==> src/rtl/core/bssc_pkg.sv <==
// Shared types and constants for the block statistics surface classifier.
// No dependencies; every other file in rtl/core refers to this package by scope.
package bssc_pkg;

	localparam int SAMPLE_W      = 16;
	localparam int SQUARE_W      = 31;   // |sample|^2 <= 2^30
	localparam int BLOCK_LEN_DEF = 8;
	localparam int QUEUE_DEPTH   = 4;
	localparam int CFG_INDEX_W   = 3;
	localparam int CFG_DATA_W    = 16;

	typedef enum logic [1:0] {
		STATUS_UNDET = 2'd0,
		STATUS_HIGH  = 2'd1,
		STATUS_LOW   = 2'd2
	} status_t;

	typedef enum logic [1:0] {
		CLS_NEAR = 2'd0,
		CLS_MID  = 2'd1,
		CLS_FAR  = 2'd2
	} sample_cls_t;

	typedef enum logic [CFG_INDEX_W-1:0] {
		REG_LEVEL_THRESHOLD = 3'd0,
		REG_NEAR_BOUND      = 3'd1,
		REG_FAR_BOUND       = 3'd2,
		REG_LOW_MARGIN      = 3'd3,
		REG_SPREAD_LIMIT    = 3'd4,
		REG_FAR_COUNT_MIN   = 3'd5
	} reg_idx_t;

	typedef struct packed {
		logic signed [15:0] level_threshold;
		logic signed [15:0] near_bound;
		logic signed [15:0] far_bound;
		logic [14:0]        low_margin;
		logic [15:0]        spread_limit;
		logic [6:0]         far_count_min;
	} cfg_t;

	localparam cfg_t CFG_RESET = '{
		level_threshold: 16'sd1500,
		near_bound:      16'sd1200,
		far_bound:       16'sd2000,
		low_margin:      15'd400,
		spread_limit:    16'd500,
		far_count_min:   7'd2
	};

	// One classified sample travelling from front to back
	typedef struct packed {
		logic signed [SAMPLE_W-1:0] sample;
		logic [SQUARE_W-1:0]        square;
		sample_cls_t                cls;
		logic                       seed_high;
	} item_t;

endpackage

==> src/rtl/core/bssc_if.sv <==
// Valid/ready channel interfaces for sample beats and result beats.
// Payload widths come from bssc_pkg.
interface bssc_sample_if;
	logic                                  valid;
	logic                                  ready;
	logic signed [bssc_pkg::SAMPLE_W-1:0]  sample;

	modport source(output valid, output sample, input ready);
	modport sink(input valid, input sample, output ready);
endinterface

interface bssc_result_if;
	logic       valid;
	logic       ready;
	logic [1:0] status;
	logic       block_done;

	modport source(output valid, output status, output block_done, input ready);
	modport sink(input valid, input status, input block_done, output ready);
endinterface

==> src/rtl/core/block_stats_surface_classifier.sv <==
// Top level of the block statistics surface classifier: configuration registers,
// front, queue and back. Uses bssc_pkg, bssc_if, bssc_front, bssc_queue, bssc_back.
//
//   channel   dir  handshake              beat payload
//   samples   in   valid/ready            sample (16b signed)
//   results   out  valid/ready            status (2b), block_done (1b)
//   cfg       in   cfg_wr_en, no ready    cfg_index (3b), cfg_data (16b)
//
// One sample beat per cycle sustained while results are taken, one result beat per sample, in order.
// The path from accept to result runs through the front register, queue, accumulate,
// multiply, compare and multiply stages and the output register.
// Stalls on results freeze the back pipeline; the four-entry queue and the front
// register keep taking samples until they fill.
// Reset is asynchronous; configuration registers come up at their CFG_RESET defaults.
module block_stats_surface_classifier #(
	parameter int BLOCK_LEN = bssc_pkg::BLOCK_LEN_DEF
) (
	input  logic                                clk,
	input  logic                                arst_n,
	bssc_sample_if.sink                         samples,
	bssc_result_if.source                       results,
	input  logic                                cfg_wr_en,
	input  logic [bssc_pkg::CFG_INDEX_W-1:0]    cfg_index,
	input  logic [bssc_pkg::CFG_DATA_W-1:0]     cfg_data
);

	bssc_pkg::cfg_t   cfg_q;
	bssc_pkg::item_t  front_item, queue_item;
	logic             front_valid, front_ready;
	logic             queue_valid, queue_ready;

	always_ff @(posedge clk or negedge arst_n) begin
		if (!arst_n) begin
			cfg_q <= bssc_pkg::CFG_RESET;
		end else if (cfg_wr_en) begin
			unique case (bssc_pkg::reg_idx_t'(cfg_index))
				bssc_pkg::REG_LEVEL_THRESHOLD: cfg_q.level_threshold <= cfg_data;
				bssc_pkg::REG_NEAR_BOUND:      cfg_q.near_bound      <= cfg_data;
				bssc_pkg::REG_FAR_BOUND:       cfg_q.far_bound       <= cfg_data;
				bssc_pkg::REG_LOW_MARGIN:      cfg_q.low_margin      <= cfg_data[14:0];
				bssc_pkg::REG_SPREAD_LIMIT:    cfg_q.spread_limit    <= cfg_data;
				bssc_pkg::REG_FAR_COUNT_MIN:   cfg_q.far_count_min   <= cfg_data[6:0];
				default: begin
				end
			endcase
		end
	end

	bssc_front u_front (
		.clk        (clk),
		.arst_n     (arst_n),
		.cfg        (cfg_q),
		.samples    (samples),
		.item       (front_item),
		.item_valid (front_valid),
		.item_ready (front_ready)
	);

	bssc_queue u_queue (
		.clk        (clk),
		.arst_n     (arst_n),
		.push_item  (front_item),
		.push_valid (front_valid),
		.push_ready (front_ready),
		.pop_item   (queue_item),
		.pop_valid  (queue_valid),
		.pop_ready  (queue_ready)
	);

	bssc_back #(
		.BLOCK_LEN (BLOCK_LEN)
	) u_back (
		.clk        (clk),
		.arst_n     (arst_n),
		.cfg        (cfg_q),
		.item       (queue_item),
		.item_valid (queue_valid),
		.item_ready (queue_ready),
		.results    (results)
	);

endmodule

==> src/rtl/core/bssc_front.sv <==
// Front end: takes sample beats, squares and bins each sample, seeds the status compare.
// Uses bssc_pkg and bssc_sample_if.
module bssc_front (
	input  logic                 clk,
	input  logic                 arst_n,
	input  bssc_pkg::cfg_t       cfg,
	bssc_sample_if.sink          samples,
	output bssc_pkg::item_t      item,
	output logic                 item_valid,
	input  logic                 item_ready
);

	logic                   valid_q;
	bssc_pkg::item_t        item_q;
	bssc_pkg::item_t        item_d;
	logic signed [31:0]     prod;
	logic                   accept;

	assign samples.ready = !valid_q || item_ready;
	assign accept        = samples.valid && samples.ready;

	always_comb begin
		prod             = samples.sample * samples.sample;
		item_d.sample    = samples.sample;
		item_d.square    = prod[bssc_pkg::SQUARE_W-1:0];
		item_d.seed_high = samples.sample >= cfg.level_threshold;
		// near wins over mid, mid over far, even when the bounds cross
		priority if (samples.sample < cfg.near_bound) begin
			item_d.cls = bssc_pkg::CLS_NEAR;
		end else if (samples.sample < cfg.far_bound) begin
			item_d.cls = bssc_pkg::CLS_MID;
		end else begin
			item_d.cls = bssc_pkg::CLS_FAR;
		end
	end

	always_ff @(posedge clk or negedge arst_n) begin
		if (!arst_n) begin
			valid_q <= 1'b0;
		end else if (samples.ready) begin
			valid_q <= samples.valid;
		end
	end

	always_ff @(posedge clk) begin
		if (accept) begin
			item_q <= item_d;
		end
	end

	assign item       = item_q;
	assign item_valid = valid_q;

endmodule

==> src/rtl/core/bssc_queue.sv <==
// Short FIFO of classified samples between front and back.
// Uses bssc_pkg (item_t, QUEUE_DEPTH).
module bssc_queue (
	input  logic             clk,
	input  logic             arst_n,
	input  bssc_pkg::item_t  push_item,
	input  logic             push_valid,
	output logic             push_ready,
	output bssc_pkg::item_t  pop_item,
	output logic             pop_valid,
	input  logic             pop_ready
);

	localparam int DEPTH = bssc_pkg::QUEUE_DEPTH;
	localparam int PTR_W = (DEPTH > 1) ? $clog2(DEPTH) : 1;
	localparam int CNT_W = $clog2(DEPTH + 1);
	localparam logic [PTR_W-1:0] PTR_LAST = PTR_W'(DEPTH - 1);
	localparam logic [CNT_W-1:0] CNT_FULL = CNT_W'(DEPTH);

	bssc_pkg::item_t   mem_q [DEPTH];
	logic [PTR_W-1:0]  wr_ptr_q;
	logic [PTR_W-1:0]  rd_ptr_q;
	logic [CNT_W-1:0]  count_q;
	logic              push;
	logic              pop;

	assign push_ready = count_q != CNT_FULL;
	assign pop_valid  = count_q != '0;
	assign push       = push_valid && push_ready;
	assign pop        = pop_valid && pop_ready;
	assign pop_item   = mem_q[rd_ptr_q];

	always_ff @(posedge clk or negedge arst_n) begin
		if (!arst_n) begin
			wr_ptr_q <= '0;
			rd_ptr_q <= '0;
			count_q  <= '0;
		end else begin
			if (push) begin
				wr_ptr_q <= (wr_ptr_q == PTR_LAST) ? '0 : wr_ptr_q + 1'b1;
			end
			if (pop) begin
				rd_ptr_q <= (rd_ptr_q == PTR_LAST) ? '0 : rd_ptr_q + 1'b1;
			end
			if (push && !pop) begin
				count_q <= count_q + 1'b1;
			end else if (pop && !push) begin
				count_q <= count_q - 1'b1;
			end
		end
	end

	always_ff @(posedge clk) begin
		if (push) begin
			mem_q[wr_ptr_q] <= push_item;
		end
	end

	a_count_bound: assert property (@(posedge clk) disable iff (!arst_n)
		count_q <= CNT_FULL)
		else $error("queue count beyond depth");

	a_count_up: assert property (@(posedge clk) disable iff (!arst_n)
		push && !pop |=> count_q == $past(count_q) + 1'b1)
		else $error("queue count missed a push");

	a_count_down: assert property (@(posedge clk) disable iff (!arst_n)
		pop && !push |=> count_q == $past(count_q) - 1'b1)
		else $error("queue count missed a pop");

endmodule

==> src/rtl/core/bssc_back.sv <==
// Back end: block accumulators, three-stage block statistics pipeline, status state,
// output register. Uses bssc_pkg and bssc_result_if.
module bssc_back #(
	parameter int BLOCK_LEN = bssc_pkg::BLOCK_LEN_DEF
) (
	input  logic             clk,
	input  logic             arst_n,
	input  bssc_pkg::cfg_t   cfg,
	input  bssc_pkg::item_t  item,
	input  logic             item_valid,
	output logic             item_ready,
	bssc_result_if.source    results
);

	localparam int LOG_N  = $clog2(BLOCK_LEN);
	localparam int FILL_W = LOG_N;
	localparam int CNT_W  = $clog2(BLOCK_LEN + 1);
	localparam int SUM_W  = bssc_pkg::SAMPLE_W + LOG_N;
	localparam int SQ_W   = bssc_pkg::SQUARE_W + LOG_N;
	localparam int SPR_W  = 2 * SUM_W + 2;
	localparam int THR_W  = SUM_W + 4;
	localparam int WSQ_W  = 34;
	localparam logic [FILL_W-1:0]       FILL_LAST = FILL_W'(BLOCK_LEN - 1);
	localparam logic signed [THR_W-1:0] N_THR     = THR_W'(BLOCK_LEN);
	localparam logic [SPR_W-1:0]        N_SPR     = SPR_W'(BLOCK_LEN);
	localparam logic [SPR_W-1:0]        NN_SPR    = SPR_W'(BLOCK_LEN * BLOCK_LEN);

	logic en;
	logic pop;

	// accumulators
	logic [FILL_W-1:0]       fill_q;
	logic signed [SUM_W-1:0] sum_acc_q;
	logic [SQ_W-1:0]         sq_acc_q;
	logic [CNT_W-1:0]        mid_acc_q;
	logic [CNT_W-1:0]        far_acc_q;
	logic signed [SUM_W-1:0] sum_next;
	logic [SQ_W-1:0]         sq_next;
	logic [CNT_W-1:0]        mid_next;
	logic [CNT_W-1:0]        far_next;
	logic                    last;

	// stage 1: block totals
	logic                    valid_s1, last_s1, seed_s1;
	logic signed [SUM_W-1:0] sum_s1;
	logic [SQ_W-1:0]         sq_s1;
	logic [CNT_W-1:0]        mid_s1, far_s1;

	// stage 2: products
	logic                      valid_s2, last_s2, seed_s2, quiet_s2, far_ok_s2;
	logic signed [SUM_W-1:0]   sum_s2;
	logic signed [2*SUM_W-1:0] sum_prod;
	logic [SPR_W-1:0]          sumsq_s2, nsq_s2;
	logic [WSQ_W-1:0]          wsq_s2;
	logic signed [THR_W-1:0]   nt_s2, nl_s2;
	logic [16:0]               spread_w;
	logic signed [17:0]        low_lvl;
	logic signed [THR_W-1:0]   sum_x;

	// stage 3: compares and spread terms
	logic             valid_s3, last_s3, seed_s3, quiet_s3, far_ok_s3;
	logic             hi_lvl_s3, lo_lvl_s3;
	logic [SPR_W-1:0] lhs_s3, rhs_s3;

	// status state and output register
	bssc_pkg::status_t cur_q;
	logic              pend_q;
	bssc_pkg::status_t base_status, status_next;
	logic              pend_next;
	logic              spread_ok;
	logic              res_valid_q;
	bssc_pkg::status_t status_q;
	logic              done_q;

	assign en         = !res_valid_q || results.ready;
	assign item_ready = en;
	assign pop        = en && item_valid;

	always_comb begin
		sum_next = sum_acc_q + SUM_W'(item.sample);
		sq_next  = sq_acc_q + SQ_W'(item.square);
		mid_next = mid_acc_q + CNT_W'(item.cls == bssc_pkg::CLS_MID);
		far_next = far_acc_q + CNT_W'(item.cls == bssc_pkg::CLS_FAR);
		last     = fill_q == FILL_LAST;
	end

	always_ff @(posedge clk or negedge arst_n) begin
		if (!arst_n) begin
			fill_q    <= '0;
			sum_acc_q <= '0;
			sq_acc_q  <= '0;
			mid_acc_q <= '0;
			far_acc_q <= '0;
		end else if (pop) begin
			if (last) begin
				fill_q    <= '0;
				sum_acc_q <= '0;
				sq_acc_q  <= '0;
				mid_acc_q <= '0;
				far_acc_q <= '0;
			end else begin
				fill_q    <= fill_q + 1'b1;
				sum_acc_q <= sum_next;
				sq_acc_q  <= sq_next;
				mid_acc_q <= mid_next;
				far_acc_q <= far_next;
			end
		end
	end

	always_comb begin
		sum_prod = sum_s1 * sum_s1;
		spread_w = {cfg.spread_limit, 1'b1};
		low_lvl  = 18'(cfg.level_threshold) - {3'b000, cfg.low_margin};
		sum_x    = THR_W'(sum_s2);
		spread_ok = lhs_s3 < rhs_s3;
	end

	// pipeline valid bits; the whole back end moves on en
	always_ff @(posedge clk or negedge arst_n) begin
		if (!arst_n) begin
			valid_s1    <= 1'b0;
			valid_s2    <= 1'b0;
			valid_s3    <= 1'b0;
			res_valid_q <= 1'b0;
		end else if (en) begin
			valid_s1    <= pop;
			valid_s2    <= valid_s1;
			valid_s3    <= valid_s2;
			res_valid_q <= valid_s3;
		end
	end

	always_ff @(posedge clk) begin
		if (en) begin
			last_s1 <= last;
			seed_s1 <= item.seed_high;
			sum_s1  <= sum_next;
			sq_s1   <= sq_next;
			mid_s1  <= mid_next;
			far_s1  <= far_next;

			last_s2   <= last_s1;
			seed_s2   <= seed_s1;
			sum_s2    <= sum_s1;
			quiet_s2  <= (mid_s1 == '0) && (far_s1 == '0);
			far_ok_s2 <= 7'(far_s1) >= cfg.far_count_min;
			sumsq_s2  <= SPR_W'($unsigned(sum_prod));
			nsq_s2    <= N_SPR * SPR_W'(sq_s1);
			wsq_s2    <= spread_w * spread_w;
			nt_s2     <= N_THR * THR_W'(cfg.level_threshold);
			nl_s2     <= N_THR * THR_W'(low_lvl);

			last_s3   <= last_s2;
			seed_s3   <= seed_s2;
			quiet_s3  <= quiet_s2;
			far_ok_s3 <= far_ok_s2;
			// average truncates toward zero: floor for positive sums, ceiling for negative
			hi_lvl_s3 <= (sum_s2 >= 0) ? (sum_x >= nt_s2 + N_THR) : (sum_x > nt_s2);
			lo_lvl_s3 <= (sum_s2 >= 0) ? (sum_x < nl_s2) : (sum_x <= nl_s2 - N_THR);
			lhs_s3    <= (nsq_s2 - sumsq_s2) << 2;
			rhs_s3    <= SPR_W'(wsq_s2) * NN_SPR;

			status_q <= status_next;
			done_q   <= last_s3;
		end
	end

	always_comb begin
		base_status = cur_q;
		if (cur_q == bssc_pkg::STATUS_UNDET) begin
			base_status = seed_s3 ? bssc_pkg::STATUS_HIGH : bssc_pkg::STATUS_LOW;
		end
		status_next = base_status;
		pend_next   = pend_q;
		if (last_s3) begin
			priority if (hi_lvl_s3 && far_ok_s3) begin
				status_next = bssc_pkg::STATUS_HIGH;
				pend_next   = 1'b0;
			end else if (lo_lvl_s3 && quiet_s3 && spread_ok) begin
				// second quiet low block in a row switches to low
				if (pend_q) begin
					status_next = bssc_pkg::STATUS_LOW;
				end
				pend_next = 1'b1;
			end else begin
				pend_next = 1'b0;
			end
		end
	end

	always_ff @(posedge clk or negedge arst_n) begin
		if (!arst_n) begin
			cur_q  <= bssc_pkg::STATUS_UNDET;
			pend_q <= 1'b0;
		end else if (en && valid_s3) begin
			cur_q  <= status_next;
			pend_q <= pend_next;
		end
	end

	assign results.valid      = res_valid_q;
	assign results.status     = status_q;
	assign results.block_done = done_q;

	a_status_sticky: assert property (@(posedge clk) disable iff (!arst_n)
		cur_q != bssc_pkg::STATUS_UNDET |=> cur_q != bssc_pkg::STATUS_UNDET)
		else $error("status fell back to undetermined");

	a_fill_range: assert property (@(posedge clk) disable iff (!arst_n)
		fill_q <= FILL_LAST)
		else $error("fill count past block length");

	a_pending_at_block_end: assert property (@(posedge clk) disable iff (!arst_n)
		$rose(pend_q) |-> $past(en && valid_s3 && last_s3))
		else $error("low pending set outside a block end");

	a_result_defined: assert property (@(posedge clk) disable iff (!arst_n)
		results.valid |-> results.status != bssc_pkg::STATUS_UNDET)
		else $error("result beat with undetermined status");

endmodule

==> src/flat_wrapper.sv <==
// flat-port wrapper written by rule: the top's interface ports become plain ports
module block_stats_surface_classifier_flat 
#(
	parameter int BLOCK_LEN = bssc_pkg::BLOCK_LEN_DEF
)
  (clk, arst_n, cfg_wr_en, cfg_index, cfg_data, samples_valid, samples_sample, samples_ready, results_valid, results_status, results_block_done, results_ready);
  bssc_sample_if samples_i ();
  bssc_result_if results_i ();
  input  logic clk;
  input  logic arst_n;
  input  logic cfg_wr_en;
  input  logic [bssc_pkg::CFG_INDEX_W-1:0] cfg_index;
  input  logic [bssc_pkg::CFG_DATA_W-1:0] cfg_data;
  input wire logic [$bits(samples_i.valid)-1:0] samples_valid;
  input wire logic [$bits(samples_i.sample)-1:0] samples_sample;
  output wire logic [$bits(samples_i.ready)-1:0] samples_ready;
  output wire logic [$bits(results_i.valid)-1:0] results_valid;
  output wire logic [$bits(results_i.status)-1:0] results_status;
  output wire logic [$bits(results_i.block_done)-1:0] results_block_done;
  input wire logic [$bits(results_i.ready)-1:0] results_ready;
  assign samples_i.valid = samples_valid;
  assign samples_i.sample = samples_sample;
  assign samples_ready = samples_i.ready;
  assign results_valid = results_i.valid;
  assign results_status = results_i.status;
  assign results_block_done = results_i.block_done;
  assign results_i.ready = results_ready;
  block_stats_surface_classifier #(.BLOCK_LEN(BLOCK_LEN)) u_core (.clk(clk), .arst_n(arst_n), .samples(samples_i), .results(results_i), .cfg_wr_en(cfg_wr_en), .cfg_index(cfg_index), .cfg_data(cfg_data));
endmodule
==> config.mk <==
export PLATFORM = sky130hd
export DESIGN_NAME = block_stats_surface_classifier_flat
export DESIGN_NICKNAME = d
export VERILOG_FILES = /design/src/rtl/core/bssc_pkg.sv /design/src/rtl/core/bssc_if.sv /design/src/rtl/core/block_stats_surface_classifier.sv /design/src/rtl/core/bssc_front.sv /design/src/rtl/core/bssc_queue.sv /design/src/rtl/core/bssc_back.sv /design/src/flat_wrapper.sv
export SDC_FILE = /design/constraint.sdc
export NUM_CORES = 2
export LEC_CHECK = 0
export BUFFER_PORTS_ARGS = -buffer_cell sky130_fd_sc_hd__buf_2
export CAP_MARGIN = 20
export CELL_PAD_IN_SITES_DETAIL_PLACEMENT = 0
export CELL_PAD_IN_SITES_GLOBAL_PLACEMENT = 2
export CORE_MARGIN = 3
export CORE_UTILIZATION = 45
export DETAILED_ROUTE_END_ITERATION = 8
export GPL_TIMING_DRIVEN = 0
export PLACE_DENSITY_LB_ADDON = 0.1
export SYNTH_ARGS = -nofsm -noshare
export SYNTH_HDL_FRONTEND = slang
export SYNTH_SLANG_ARGS = --single-unit
==> constraint.sdc <==
create_clock -name clk -period 14 [get_ports clk]
set_input_delay 1.4 -clock clk [delete_from_list [all_inputs] [get_ports clk]]
set_output_delay 1.4 -clock clk [all_outputs]
set_load 0.03 [all_outputs]
==> reports/qor.yml <==
fin_skew_ns: 0.0556
critPathMaxStageDelay_ns: 0.76
pre_cts_ws_ns: 4.77
via_per_inst: 5.15
grt_overflow_total: 0
io_pins: 45
fin_nets: 7051
htree_num_levels: 3
layout-drive-gt1-share_pct: 5.90
grt_pass1_wl_mm: 245
yosysMostFrequentCell: "inv_1"
worst_slew_pin_slew_ns: 1.05
critPathBufInv: 5
worstSetupPathType: "reg2reg"
core_region_area_um2: 135000
synth_async_sr_flop_share_pct: 23.5
drv_slew: 0
die_w_um: 376
ys_top_cells_by_count: "inv_1, fa_1, ha_1, edfxtp_1, nand2_1"
place.port_buffers: 43
grt_use_total_pct: 22.7
ys_seq_area_share_pct: 33.0
cts_tree: "yes"
clock.fmax_ghz: 0.115
drc_errors: 0
syn_inst: 5533
critical_path_required_ns: 14.46
cts.sinks: 701
synth_seq_cells: 701
fp-row-count: 134
critPathLaunchType: "register"
critPathArrivalTime_ns: 9.18
endpoint_kind: "register"
synth.avg_cell_area_um2: 11.1
wirelength_mm: 154
grt_pass1_vias: 41700
clk_latency_ns: 0.67
ys.warnings.count: 0
rsz0062_at_grt: "no"
cp_cell_sequence: "clkbuf_1 > clkbuf_1 > nand2_1 > fa_1 > fa_1 > fa_1 > inv_1 > fa_1 > inv_1 > fa_1 > inv_1 > fa_1 > ha_1 > ha_1 > a21o_1 > o31ai_1 > a21oi_1 > a31oi_1 > a21oi_1 > a21oi_1 > a31oi_1 > xnor2_1"
syn2layout_area_growth_pct: 8.98
synth.area.top_cells: "edfxtp_1, fa_1, ha_1"
setup_viol: 0
die_y_um: 376
cp_common_cell: "fa_1"
first_iter_violations: 1906
antenna_found_initial: 11
die-area_um2: 141000
layout_min_cycle_time_ns: 8.72
synth.net_count: 6911
ant_nets: 0
status: "completed"
min_period_over_period_pct: 62.3
dr.pass1.iters: 5
cts_root_buffer: "clkbuf_16"
synth-main-ff-cell: "edfxtp_1"
maxCapViolations: 0
utilization_pct: 49.8
cts.path.max_buffers: 3
cts_setup_buffers: 0
vias: 38700
whs_ns: 0.398
cp_slowest_cell: "clkbuf_1"
finalWorstSetupSlack_ns: 5.28
synth_cell_types: 87
min_path_type: "reg2reg"
start_util_pct: 45.7
gp_congestion: 0.870
cts_made_buffers: 82
wl_per_cell_um: 20.5
crit_family: "adder cells"
timing.setup.tns_ns: 0
clk_pin_slew_ns: 0.06
hold_buffers: 0
ctsResizeCount: 0
hpwl_mm: 126
hold_viol_final: 0
synth_edf_count: 536
netlist.area_leader.share_pct: 26.2
crit_fanout: 10
yosysTopAreaCell: "edfxtp_1"
grt_max_degree: 93
slew_headroom_pct: 29.5
synth_area_um2: 61500
flip-flops by register name (all words and copies together), names as in the netlist, 32 cells and up:
signal / cells
u_core.u_back.rhs_s3: 32
u_core.u_back.sumsq_s2: 36
u_core.u_back.sq_acc_q: 34
u_core.u_back.sq_s1: 34
u_core.u_back.lhs_s3: 34
u_core.u_front.item: 48
u_core.u_back.wsq_s2: 32
u_core.cfg_q: 86
u_core.u_back.nsq_s2: 34
u_core.u_queue.mem_q: 192
per-layer routing:
| layer | track usage (%) | share of wire (%) |
|---|---|---|
| met3 | 2.68 | 3.2 |
| met4 | 5.81 | 2.6 |
| met5 | 0 | 0.044 |
| met2 | 38.0 | 48 |
| met1 | 31.5 | 46 |
cell families after synthesis:
logic type / synth area share (%)
simple gates: 8.51
compound gates: 7.79
xor+xnor: 3.40
mux: 2.50
fa+ha+maj: 36.5
flops: 33.0
buf+inv: 8.33
through the flow:
stage               area, µm²  cells
CTS                     67000   7509
finish                  67000   7512
floorplan               61500   5533
global route            67000   7509
detailed placement      64200   7357
global placement        63900   7344
worst paths after layout:
kind                                                                 to  cells after the start  slack, ns                          startpoint
worst max-delay path               u_core.u_back.sumsq_s2[37]$_DFFE_PN_                     22       5.28   u_core.u_back.sum_s1[7]$_DFFE_PN_
worst min-delay path                 u_core.u_back.rhs_s3[31]$_DFFE_PN_                      0       0.40  u_core.u_back.wsq_s2[25]$_DFFE_PN_
worst max register to register     u_core.u_back.sumsq_s2[37]$_DFFE_PN_                     22       5.28   u_core.u_back.sum_s1[7]$_DFFE_PN_
worst min register to register       u_core.u_back.rhs_s3[31]$_DFFE_PN_                      0       0.40  u_core.u_back.wsq_s2[25]$_DFFE_PN_
max in group asynchronous        u_core.u_back.sum_acc_q[6]$_DFFE_PN0P_                      2      12.41                              arst_n
min in group asynchronous       u_core.u_back.results.valid$_DFFE_PN0N_                      1       0.68                              arst_n
placed cells by master, fill, tap and decap left out, types with 48 or more instances in the layout:
cell type / synthesis / routed
ha_1: 578 / 578
nor2_1: 204 / 204
xor2_1: 57 / 57
dfrtp_1: 138 / 138
a21oi_1: 165 / 165
nand2_1: 404 / 404
fa_1: 760 / 760
xnor2_1: 182 / 182
mux4_2: 48 / 48
nor3_1: 51 / 50
clkbuf_16: 0 / 83
a21o_1: 100 / 100
clkbuf_1: 112 / 120
nor2b_1: 49 / 49
inv_1: 1232 / 1232
nand3_1: 66 / 66
and2_1: 144 / 139
o21ai_0: 162 / 162
edfxtp_1: 536 / 536
cell type report:
class	instances	area (µm²)
Multi-Input combinational cell	3470	36100
Inverter	1238	4650
Clock buffer	92	2110
Fill cell	12500	67600
Tap cell	1768	2210
Antenna cell	3	7.51
Clock inverter	60	681
Sequential cell	701	20300
Timing Repair Buffer	56	494
Buffer	124	479
Power is not shown: default switching activity piles up to over one toggle a cycle in this logic, so the estimate is an artifact.
